$ cat src/sv/plt_pkg.sv
// Shared types and constants for the price ladder best level tracker.
// No dependencies; imported by the tracker and by plt_div.
package plt_pkg;

    localparam int PRICE_W     = 48;
    localparam int OQTY_W      = 32;
    localparam int LQTY_W      = 48;
    localparam int CNT_W       = 16;
    localparam int FILL_W      = 64;
    localparam int TICK_W      = 32;
    localparam int WANT_W      = 5;
    localparam int RAM_W       = CNT_W + LQTY_W;
    localparam int IN_TDATA_W  = 88;
    localparam int OUT_TDATA_W = 168;
    localparam int CFG_IDX_W   = 2;
    localparam int DIV_W       = 48;
    localparam int MAX_LEVELS  = 16;
    localparam int NUM_SLOTS_DEF = 1024;

    localparam logic [CNT_W-1:0] CNT_MAX = '1;

    typedef enum logic [1:0] {
        OP_INSERT = 2'd0,
        OP_ERASE  = 2'd1,
        OP_TOP    = 2'd2,
        OP_FILL   = 2'd3
    } op_t;

    typedef enum logic [1:0] {
        STS_OK         = 2'd0,
        STS_RANGE      = 2'd1,
        STS_EMPTY_SLOT = 2'd2,
        STS_NONE       = 2'd3
    } status_t;

    typedef enum logic [CFG_IDX_W-1:0] {
        CFG_IS_BID = 2'd0,
        CFG_BASE   = 2'd1,
        CFG_TICK   = 2'd2
    } cfg_idx_t;

    typedef enum logic [3:0] {
        S_CLR, S_IDLE, S_DIFF, S_PREP, S_DIV, S_SLOT, S_RD, S_UPD,
        S_MUL, S_ADD, S_WRD, S_WCK, S_FLUSH, S_EMIT
    } state_t;

endpackage

$ cat src/sv/plt_div.sv
// Restoring divider, one quotient bit per cycle, for price-to-slot mapping.
// Depends on plt_pkg.
module plt_div
    import plt_pkg::*;
(
    input  logic              aclk,
    input  logic              aresetn,
    input  logic              start,
    input  logic [DIV_W-1:0]  dividend,
    input  logic [TICK_W-1:0] divisor,
    output logic              done,
    output logic [DIV_W-1:0]  quotient,
    output logic              rem_nz
);

    localparam int CW = $clog2(DIV_W);

    logic [TICK_W-1:0] rem_reg;
    logic [TICK_W-1:0] dvs_reg;
    logic [DIV_W-1:0]  quo_reg;
    logic [CW-1:0]     cnt_reg;
    logic              busy_reg;
    logic              done_reg;
    logic [TICK_W:0]   rem_sh;
    logic              ge;

    assign rem_sh = {rem_reg, quo_reg[DIV_W-1]};
    assign ge     = rem_sh >= {1'b0, dvs_reg};

    always_ff @(posedge aclk) begin
        if (!aresetn) begin
            busy_reg <= 1'b0;
            done_reg <= 1'b0;
        end else begin
            done_reg <= 1'b0;
            if (start) begin
                busy_reg <= 1'b1;
            end else if (busy_reg && cnt_reg == CW'(DIV_W - 1)) begin
                busy_reg <= 1'b0;
                done_reg <= 1'b1;
            end
        end
        if (start) begin
            rem_reg <= '0;
            quo_reg <= dividend;
            dvs_reg <= divisor;
            cnt_reg <= '0;
        end else if (busy_reg) begin
            rem_reg <= ge ? TICK_W'(rem_sh - {1'b0, dvs_reg}) : rem_sh[TICK_W-1:0];
            quo_reg <= {quo_reg[DIV_W-2:0], ge};
            cnt_reg <= cnt_reg + 1'b1;
        end
    end

    assign done     = done_reg;
    assign quotient = quo_reg;
    assign rem_nz   = rem_reg != '0;

endmodule
$ cat config.mk
export PLATFORM = sky130hd
export DESIGN_NAME = plt_div
export DESIGN_NICKNAME = d
export VERILOG_FILES = /design/src/sv/plt_pkg.sv /design/src/sv/plt_div.sv
export SDC_FILE = /design/constraint.sdc
export NUM_CORES = 1
export LEC_CHECK = 0
export BUFFER_PORTS_ARGS = -buffer_cell sky130_fd_sc_hd__buf_2
export CAP_MARGIN = 5
export CORE_MARGIN = 4
export CORE_UTILIZATION = 45
export CTS_CLUSTER_DIAMETER = 40
export DETAILED_ROUTE_END_ITERATION = 7
export HOLD_SLACK_MARGIN = 0.08
export PLACE_DENSITY_LB_ADDON = 0.08
export SYNTH_ARGS = -nofsm -noshare
export SYNTH_HDL_FRONTEND = slang
export SYNTH_SLANG_ARGS = --single-unit
export TNS_END_PERCENT = 50
$ cat constraint.sdc
create_clock -name aclk -period 2.9 [get_ports aclk]
set_input_delay 0.145 -clock aclk [delete_from_list [all_inputs] [get_ports aclk]]
set_output_delay 0.145 -clock aclk [all_outputs]
set_load 0.005 [all_outputs]
==> results.toml <==
[power]
p_leak_nw = 4.06
powerDensity_nw_per_um2 = 540
peakVddDrop_uv = 456

[timing]
fin_skew_ns = 0.0139
holdWs_ns = 0.240
hold_viol = 0
final-setup-viol-count = 0
setup_ws_ns = 0.0306
rsz0062_at_grt = "yes"
tightest_slew_ns = 0.816
slew_headroom = 0.454
finalMaxSlewViolations = 0
fmax_mhz = 349
period_share = 0.989
finalCriticalPeriod_ns = 2.87

[cts]
cts_tree = "done"
clkTransAtPathRegs_ns = 0.06
htree_num_levels = 4
clk_latency_ns = 0.42
clock_sinks = 120
cts_buffers = 17
clock_path_buffers = 2
cts-root-buf = "clkbuf_16"

[logic_synthesis]
ys_types = 61
synth_area_leaders = "edfxtp_1 35%, dfxtp_1 12%, mux2_2 7.8%, ha_1 6.0%, a21oi_1 3.3%"
synth_most_common_cell = "edfxtp_1"
synthesis.nets = 798
synth_area_sq_um = 6910
synth_seq_cells = 120
synth-main-ff-cell = "edfxtp_1"
synth_cells = 681
synthTopCellsByCount = "80 x edfxtp_1, 59 x nor2_1, 48 x mux2_2"
ys_seq_area_frac = 0.464
synth_top_cell_area_share = 0.348
yosys_warnings = 0
syn_avg_cell_area_sq_um = 10.1
async_reset_ff_frac = 0
yosysTopAreaCell = "edfxtp_1"
synth_edf_count = 80

[floorplan]
rows = 45
core_area_sq_um = 15100
die-area_sq_um = 17400
fp.dieW_um = 132
io_pins = 133
die_height_um = 132
start_util = 0.458

[layout]
largest_register_ffs = 48
n_antenna_cell = 0
fin_util = 0.647
final_layout_size_suffix_gt1_frac = 0.326
final_nets = 1051
area_growth_pct = 41.3

[worst_setup_path]
worstPathRequired_ns = 3.17
worst_setup_path_start_kind = "flop"
crit_path_max_fanout = 8
r2r_slack_ns = 0.03
arrival_ns = 3.14
crit_type = "flop to flop"
crit_path_end_kind = "flop"

[routing]
wl_um = 20700
wire_per_inst_um = 18.2
drcViolationCount = 0
via_count = 6385
drt_first_pass_iters = 5
drtIter0Drc = 384
ant_nets = 0
drt-vias-per-instance = 5.63

[outcome]
status = "finished, final reports clean"

[grt]
overflow = 0
antenna_found_initial = 0
grt_max_degree = 49
grtUsageTotal = 0.232
first_global_vias = 6404
grt_pass1_wl_um = 32700

[worst_hold_path]
hp-class = "input pin to flop"

[place]
portBuffers = 132
gp_congestion = 0.910
pre_cts_slack_ns = -0.0249
place_hpwl_um = 13700

[flow_run]
maxCapViolations = 0
cell type report:
type	count	area [sq um]
clock buffers	21	450
clock inverters	11	125
fillers	1226	5330
inverters	38	143
multi-input cells	484	3590
flip-flops and latches	120	3200
well taps	188	235
repair buffers	273	2010
layout by cell type, fill, tap and decap left out, types with 21 or more instances in the layout:
cell type,instances
nand2_1,43
ha_1,26
o21ai_0,25
nand3_1,23
buf_4,51
nand4_1,21
buf_2,131
edfxtp_1,80
mux2_2,48
dfxtp_1,39
dlygate4sd3_1,81
nor2_1,58
inv_1,34
a21oi_1,42
per-layer routing:
| layer | routed length, um | global-route usage | share of wire | vias up |
|---|---|---|---|---|
| li1 | - | - | - | 3074 |
| met1 | 9020 | 0.305 | 0.44 | 3025 |
| met2 | 9650 | 0.368 | 0.47 | 245 |
| met3 | 1480 | 0.0668 | 0.072 | 41 |
| met4 | 539 | 0.0782 | 0.026 | 0 |
| met5 | 0 | 0 | 0 | - |
cell families (layout without fill, tap and decap cells):
group / Yosys count / after routing / share of synthesized area
flip-flops: 120 / 120 / 0.464
AND/OR/NAND/NOR: 201 / 201 / 0.140
AO/OA/AOI/OAI: 172 / 172 / 0.174
adder cells (fa/ha/maj): 34 / 34 / 0.0627
XOR/XNOR: 25 / 25 / 0.0317
buffers and inverters: 77 / 343 / 0.0435
multiplexers: 52 / 52 / 0.0841
per-stage QoR:
stage          TNS (ns)  total power [mW]  cells  area, sq um
3_5_place_dp    -0.0641              3.04   1014         8060
5_1_grt          -0.474              5.50   1135         9760
6_report              0              5.27   1135         9760
4_1_cts               0              5.21   1127         9460
3_3_place_gp          0              3.03   1014         8060
2_1_floorplan         0              2.66    681         6910
power breakdown:
group | switching (mW) | internal [mW]
clock | 0.799 | 1.29
combinational | 0.563 | 0.550
sequential | 0.0836 | 1.99
path summary, 6_finish.rpt:
path | depth (start not counted) | from | endpoint
worst min-delay path | 2 | start | cnt_reg[1]
worst max register to register | 12 | rem_reg[2] | rem_reg[6]
worst min register to register | 2 | cnt_reg[5] | cnt_reg[5]
worst max-delay path | 12 | rem_reg[2] | rem_reg[6]
worst max-delay path, cell delays in order (launching register included):
cell and delay (ns):
dfxtp_1 0.37, ha_4 0.32, nand3_4 0.08, o21bai_4 0.19
a2111oi_4 0.44, o21ai_4 0.13, a2111oi_4 0.41, buf_4 0.19
o21ai_2 0.09, buf_6 0.15, buf_4 0.17, nand3_1 0.10
a311oi_2 0.09
timing repair:
action / CTS / global route
gates resized for setup: 3 / 51
hold endpoints to repair: 82 / 0
pin swaps: 5 / 13
buffers inserted: 0 / 6
setup endpoints to repair: 9 / 28
hold buffers: 81 / 0
cloned: 0 / 3
(Power assumes the default switching activity.)
