<file path="config.mk">
export PLATFORM = sky130hd
export DESIGN_NAME = plt_ram
export DESIGN_NICKNAME = d
export VERILOG_FILES = /design/src/sv/plt_ram.sv
export SDC_FILE = /design/constraint.sdc
export NUM_CORES = 1
export LEC_CHECK = 0
export BUFFER_PORTS_ARGS = -buffer_cell sky130_fd_sc_hd__buf_2
export CAP_MARGIN = 20
export CORE_UTILIZATION = 25
export CTS_CLUSTER_DIAMETER = 30
export CTS_CLUSTER_SIZE = 24
export DETAILED_ROUTE_END_ITERATION = 10
export HOLD_SLACK_MARGIN = 0.12
export PLACE_DENSITY = 0.49
export SLEW_MARGIN = 20
export SYNTH_ARGS = -nofsm -noshare
export SYNTH_HDL_FRONTEND = slang
export SYNTH_SLANG_ARGS = --single-unit
</file>
<file path="constraint.sdc">
create_clock -name aclk -period 1.6 [get_ports aclk]
set_input_delay 0 -clock aclk [delete_from_list [all_inputs] [get_ports aclk]]
set_output_delay 0 -clock aclk [all_outputs]
set_load 0.01 [all_outputs]
</file>
<file path="src/sv/plt_ram.sv">
// Generic single-port-write, single-port-read RAM with registered read data.
// No dependencies.
module plt_ram #(
    parameter int WIDTH = 8,
    parameter int DEPTH = 16
) (
    input  logic                     aclk,
    input  logic                     we,
    input  logic [$clog2(DEPTH)-1:0] waddr,
    input  logic [WIDTH-1:0]         wdata,
    input  logic                     re,
    input  logic [$clog2(DEPTH)-1:0] raddr,
    output logic [WIDTH-1:0]         rdata
);

    logic [WIDTH-1:0] mem [DEPTH];

    always_ff @(posedge aclk) begin
        if (we) begin
            mem[waddr] <= wdata;
        end
        if (re) begin
            rdata <= mem[raddr];
        end
    end

endmodule

</file>
==> run_results.csv, run 1 <==
group,metric,value,unit
worst_setup_path,end_kind,"flip-flop",
die,die_h,147,um
drt,num_vias,2469,
layout,layout_common_cells,"136 x edfxtp_1, 26 x buf_2, 18 x mux4_2, 17 x clkbuf_16, 17 x buf_4",
global_route,overflow,0,
yosys,syn_avg_cell_area,22.8,um2
drt,detail-route-antenna-nets,0,
placed_design,dp_hpwl,7490,um
layout,n_antenna_cell,0,
layout,regArea,4080,um2
die,die-area,21500,um2
sta,max_freq,672,MHz
yosys,postSynthCellCount,229,
clock_network,cts_buffers,17,
clock_network,cts_root_buf,"clkbuf_16",
yosys,yosysWarnings,0,
worst_setup_path,critPathKind,"reg2reg",
yosys,synth-seq-cells,136,
yosys,synth_xor_xnor_area_share,0,
sta,hold_viol,0,
sta,hold_ws,0.148,ns
yosys,synth_top_area_share,0.781,
pwr,ir_drop,740,uV
layout,final_common_cell,"edfxtp_1",
clock_network,cts_setup_buffers,0,
yosys,yosysTopAreaCell,"edfxtp_1",
drt,first_iter_violations,156,
sta,fin_crit,1.49,ns
placed_design,portBuffers,26,
sta,worst_slew_pin_slew,0.813,ns
pwr,p_leak,0.00215,uW
clock_network,cts_sinks,136,
die,die_w,147,um
worst_setup_path,cp_data_arrival_time,1.64,ns
die,ios,27,
hold_path,hold_path_class,"in2reg",
drt,drc,0,
yosys,synthDistinctLibCells,18,
yosys,synth_compound_area_frac,0.0230,
yosys,synth_top_cells_by_area,"edfxtp_1 78%, mux4_2 7.8%, mux4_1 7.0%",
sta,maxSlewViolCount,0,
clock_network,clock_path_buffers,2,
clock_network,clk_latency,0.42,ns
die,core,20400,um2
die,start_util,0.257,
layout,final_util,0.319,
yosys,synthAdderAreaFrac,0,
sta,max_slew_margin,0.457,
yosys,muxShareOfSynthArea,0.148,
drt,wl_per_cell,19.8,um
global_route,grt_start_max_net_pins,19,
global_route,grt_pass1_vias,2744,
clock_network,clk_transition_reported_paths,0.06,ns
outcome,status,"finished clean",
yosys,yosys.area_share.simple,0.0314,
layout,finalNetCount,314,
clock_network,h-tree-depth,4,
placed_design,gp_congestion,0.678,
worst_setup_path,required,1.75,ns
layout,area_growth,24.2,%
clock_network,cts_tree,"done",
yosys,yosysSeqAreaShare,0.781,
drt,drt-pass1-iter-count,4,
layout,multi_input_area,1060,um2
drt,wl,11400,um
global_route,grt_pass1_wl,17400,um
sta,rsz0062_at_grt,"false",
flow_run,maxCapViolations,0,
sta,fin_worst_skew,0.00714,ns
worst_setup_path,cp-start-kind,"flip-flop",
layout,drive_gt1_frac,0.318,
drt,vias_per_cell,4.27,
sta,setup_viol,0,
die,row_count,52,
yosys,synth_top_family_by_area,"multiplexers",
sta,fin_tns_setup,0,ns
sta,period_share,0.930,
worst_setup_path,crit_path_max_fanout,1,
global_route,antenna_found_initial,0,
yosys,syn_area,5230,um2
layout,fillers,1953,
pwr,cellPowerDensity,1250,nW/um2
yosys,synth_fp_nets,248,
global_route,grtUsageTotal,0.116,
worst paths after layout:
kind                              from                   to  slack (ns)  cells past startpoint
setup / recovery   mem[8][6]$_DFFE_PP_   rdata[6]$_DFFE_PP_        0.11                      3
hold / removal                waddr[0]  mem[0][5]$_DFFE_PP_        0.15                      3
setup reg to reg   mem[8][6]$_DFFE_PP_   rdata[6]$_DFFE_PP_        0.11                      3
hold reg to reg   mem[14][2]$_DFFE_PP_   rdata[2]$_DFFE_PP_        0.75                      3
cell families after synthesis:
group | after synthesis
flops | 136
simple gates | 35
mux | 32
compound gates | 16
buf+inv | 10
area by class of cell:
cell class                 count  share of cell area
timing repair buffer          57              0.0690
clock buffer                  17              0.0655
sequential                   136               0.629
multi-input combinational     83               0.164
tap                          270              0.0520
clock inverter                15              0.0210
report_power, final:
| part | switching (uW) | total, uW | internal (uW) |
|---|---|---|---|
| logic | 236 | 423 | 187 |
| registers | 21.1 | 4040 | 4020 |
| clock network | 1410 | 3670 | 2260 |
per-stage QoR:
stage                     area (um2)  power, uW  std cells  worst slack (ns)
after CTS                       6490       8210        578            0.0457
after floorplan                 5230       4310        229             0.107
after global placement          5840       4510        537           -0.0284
final                           6490       8130        578             0.111
after global routing            6490       8390        578            0.0404
after detailed placement        5840       4530        537           -0.0301
state kept, by name, summed over array words and instances (netlist names):
| register | cells |
|---|---|
| rdata | 8 |
| mem | 128 |
synth_stat cells, drive strengths merged:
cell type	number
nor3	4
edfxtp	136
a22oi	16
clkdlybuf4s25	3
nand3	1
mux4	32
nand2b	2
or3b	1
nand3b	2
and2	1
nand2	9
and2b	1
buf	7
nor2	13
nor2b	1
what timing repair did:
item	CTS	global route
setup endpoints to repair	0	1
gates resized for setup	0	1
hold buffers	9	0
endpoints found under the hold margin	136	0
critical path, cell delays in order, from the launching register on:
cell and delay, ns:
edfxtp_1 0.37, mux4_2 0.48, a22oi_1 0.23, nand2_1 0.14
routing by layer:
metal,track usage,share of wire,vias up
li1,-,-,1112
met1,0.154,0.47,1291
met2,0.180,0.48,51
met3,0.0375,0.042,15
met4,0.0359,0.011,0
met5,0,0,-
No activity file was read; power rests on OpenSTA's default activity.
==> run 2: changes to the inputs <==
--- a/config.mk
+++ b/config.mk
@@ -7,12 +7,14 @@
 export LEC_CHECK = 0
 export BUFFER_PORTS_ARGS = -buffer_cell sky130_fd_sc_hd__buf_2
 export CAP_MARGIN = 20
+export CELL_PAD_IN_SITES_DETAIL_PLACEMENT = 1
+export CELL_PAD_IN_SITES_GLOBAL_PLACEMENT = 2
 export CORE_UTILIZATION = 25
 export CTS_CLUSTER_DIAMETER = 30
 export CTS_CLUSTER_SIZE = 24
 export DETAILED_ROUTE_END_ITERATION = 10
 export HOLD_SLACK_MARGIN = 0.12
-export PLACE_DENSITY = 0.49
+export PLACE_DENSITY = 0.56
 export SLEW_MARGIN = 20
 export SYNTH_ARGS = -nofsm -noshare
 export SYNTH_HDL_FRONTEND = slang
==> run_results.csv, run 2 (same netlist as run 1, synthesis figures left out) <==
group,metric,value,unit
layout,regMostFlops,"mem",
clock_network,cts_sinks,136,
hold_path,hold_path_class,"in2reg",
layout,largest_reg_flops,128,
pwr,p_sw_frac,0.205,
placed_design,placed_cells,540,
layout,final_cell_count_no_fill,580,
pwr,pwr-share-seq,0.495,
clock_network,clk_latency,0.41,ns
clock_network,clock_path_buffers,2,
pwr,pwr-share-clk,0.454,
drt,num_vias,2503,
worst_setup_path,cp-start-kind,"flip-flop",
pwr,comb_power_share,0.051,
sta,max_slew_margin,0.412,
drt,detail-route-antenna-nets,0,
clock_network,clk_transition_reported_paths,0.06,ns
placed_design,dp_hpwl,7430,um
worst_setup_path,slowest_stage,"mux4_1",
drt,drc,0,
sta,period_share,0.960,
sta,setup_viol,0,
clock_network,h-tree-depth,4,
worst_setup_path,slowest_delay,0.53,ns
placed_design,pre_cts_ws,-0.121,ns
pwr,switchingPower,1670,uW
sta,fin_crit,1.54,ns
worst_setup_path,critPathKind,"reg2reg",
global_route,overflow,0,
global_route,grtUsageTotal,0.112,
worst_setup_path,cp_data_arrival_time,1.68,ns
layout,area_growth,24.1,%
layout,finalNetCount,317,
die,start_util,0.257,
pwr,p_leak,0.00216,uW
drt,wl,11400,um
pwr,cellPowerDensity,1260,nW/um2
worst_setup_path,end_kind,"flip-flop",
sta,rsz0062_at_grt,"false",
placed_design,post_dp_cell_area,5830,um2
drt,drt-pass1-iter-count,4,
die,core,20400,um2
layout,reg.largest.list,"mem: 128 flops, rdata: 8 flops",
sta,worst_slack,0.0641,ns
clock_network,cts_buffers,17,
sta,maxSlewViolCount,0,
global_route,antenna_found_initial,0,
global_route,grt_pass1_vias,2641,
worst_setup_path,required,1.75,ns
pwr,intPower,6480,uW
pwr,ir_drop,623,uV
sta,fin_worst_skew,0.00566,ns
die,die_h,147,um
worst_setup_path,crit_family,"multiplexers",
layout,n_antenna_cell,0,
worst_setup_path,crit_buf_inv,0,
layout,final_common_cell,"edfxtp_1",
clock_network,cts_root_buf,"clkbuf_16",
placed_design,portBuffers,26,
sta,hold_ws,0.152,ns
clock_network,cts_tree,"done",
layout,layout_common_cells,"136 x edfxtp_1, 26 x buf_2, 22 x buf_4, 18 x mux4_2, 17 x clkbuf_16",
die,ios,27,
die,die_w,147,um
sta,max_freq,651,MHz
flow_run,maxCapViolations,0,
layout,drive_gt1_frac,0.316,
drt,first_iter_violations,114,
die,die-area,21500,um2
sta,worst_slew_pin_slew,0.879,ns
die,row_count,52,
sta,hold_viol,0,
global_route,grt_start_max_net_pins,33,
worst_setup_path,crit_chain,"mux4_1 > a22oi_1 > nand2_1",
outcome,status,"finished clean",
worst_setup_path,crit_path_max_fanout,1,
layout,design_area,6480,um2
drt,vias_per_cell,4.32,
global_route,grt_pass1_wl,16600,um
drt,wl_per_cell,19.7,um
layout,fillers,2042,
placed_design,gp_congestion,0.696,
[run 2: changes by cell type in the layout (fill, tap and decap cells not counted), sizes merged]
cell and change:
inv +2, buf +3, clkinv -4, clkbuf +2
clkinvlp -1
[run 2: metal layers]
| layer | vias to the layer above | global-route usage | wire length (um) |
|---|---|---|---|
| met3 | 10 | 0.0347 | 588 |
| li1 | 1121 | - | - |
| met4 | 0 | 0.0359 | 119 |
| met5 | - | 0 | 0 |
| met1 | 1313 | 0.150 | 5330 |
| met2 | 59 | 0.173 | 5370 |
[run 2: per-stage QoR]
step                TNS, ns  power [uW]   util
floorplan                 0        4310      -
global placement     -0.125        4510  0.286
detailed placement   -0.121        4520  0.286
CTS                       0        8260  0.318
global route              0        8400  0.318
finish                    0        8150  0.318
[run 2: final cells by class]
class | count | area, um2 | area share
clock buffer | 19 | 433 | 0.0668
clock inverter | 12 | 128 | 0.0197
multi-input combinational | 83 | 1060 | 0.163
sequential | 136 | 4080 | 0.630
tap | 270 | 338 | 0.0521
timing repair buffer | 60 | 445 | 0.0687
[run 2: power by group through the flow]
stage / Combinational [uW] / Clock, uW / Sequential [uW]
after floorplan: 203 / 0 / 4110
after global placement: 400 / 0 / 4110
after detailed placement: 407 / 0 / 4110
after CTS: 426 / 3790 / 4040
after global routing: 450 / 3910 / 4040
final: 414 / 3700 / 4040
[run 2: worst min-delay path: stages]
cell	delay, ns
buf_2	0.14
nor3_1	0.06
buf_4	0.18
[run 2: worst paths after layout]
kind / from / to / slack [ns] / cells after the start
setup reg to reg: mem[9][1]$_DFFE_PP_ / rdata[1]$_DFFE_PP_ / 0.06 / 3
hold reg to reg: mem[12][6]$_DFFE_PP_ / rdata[6]$_DFFE_PP_ / 0.75 / 3
hold / removal: waddr[0] / mem[4][5]$_DFFE_PP_ / 0.15 / 3
setup / recovery: mem[9][1]$_DFFE_PP_ / rdata[1]$_DFFE_PP_ / 0.06 / 3
[run 2: repair_timing]
item,4_1_cts,5_1_grt
resized for setup,0,0
buffers inserted,0,0
endpoints found under the setup margin,0,0
endpoints found under the hold margin,136,0
hold buffers,9,0
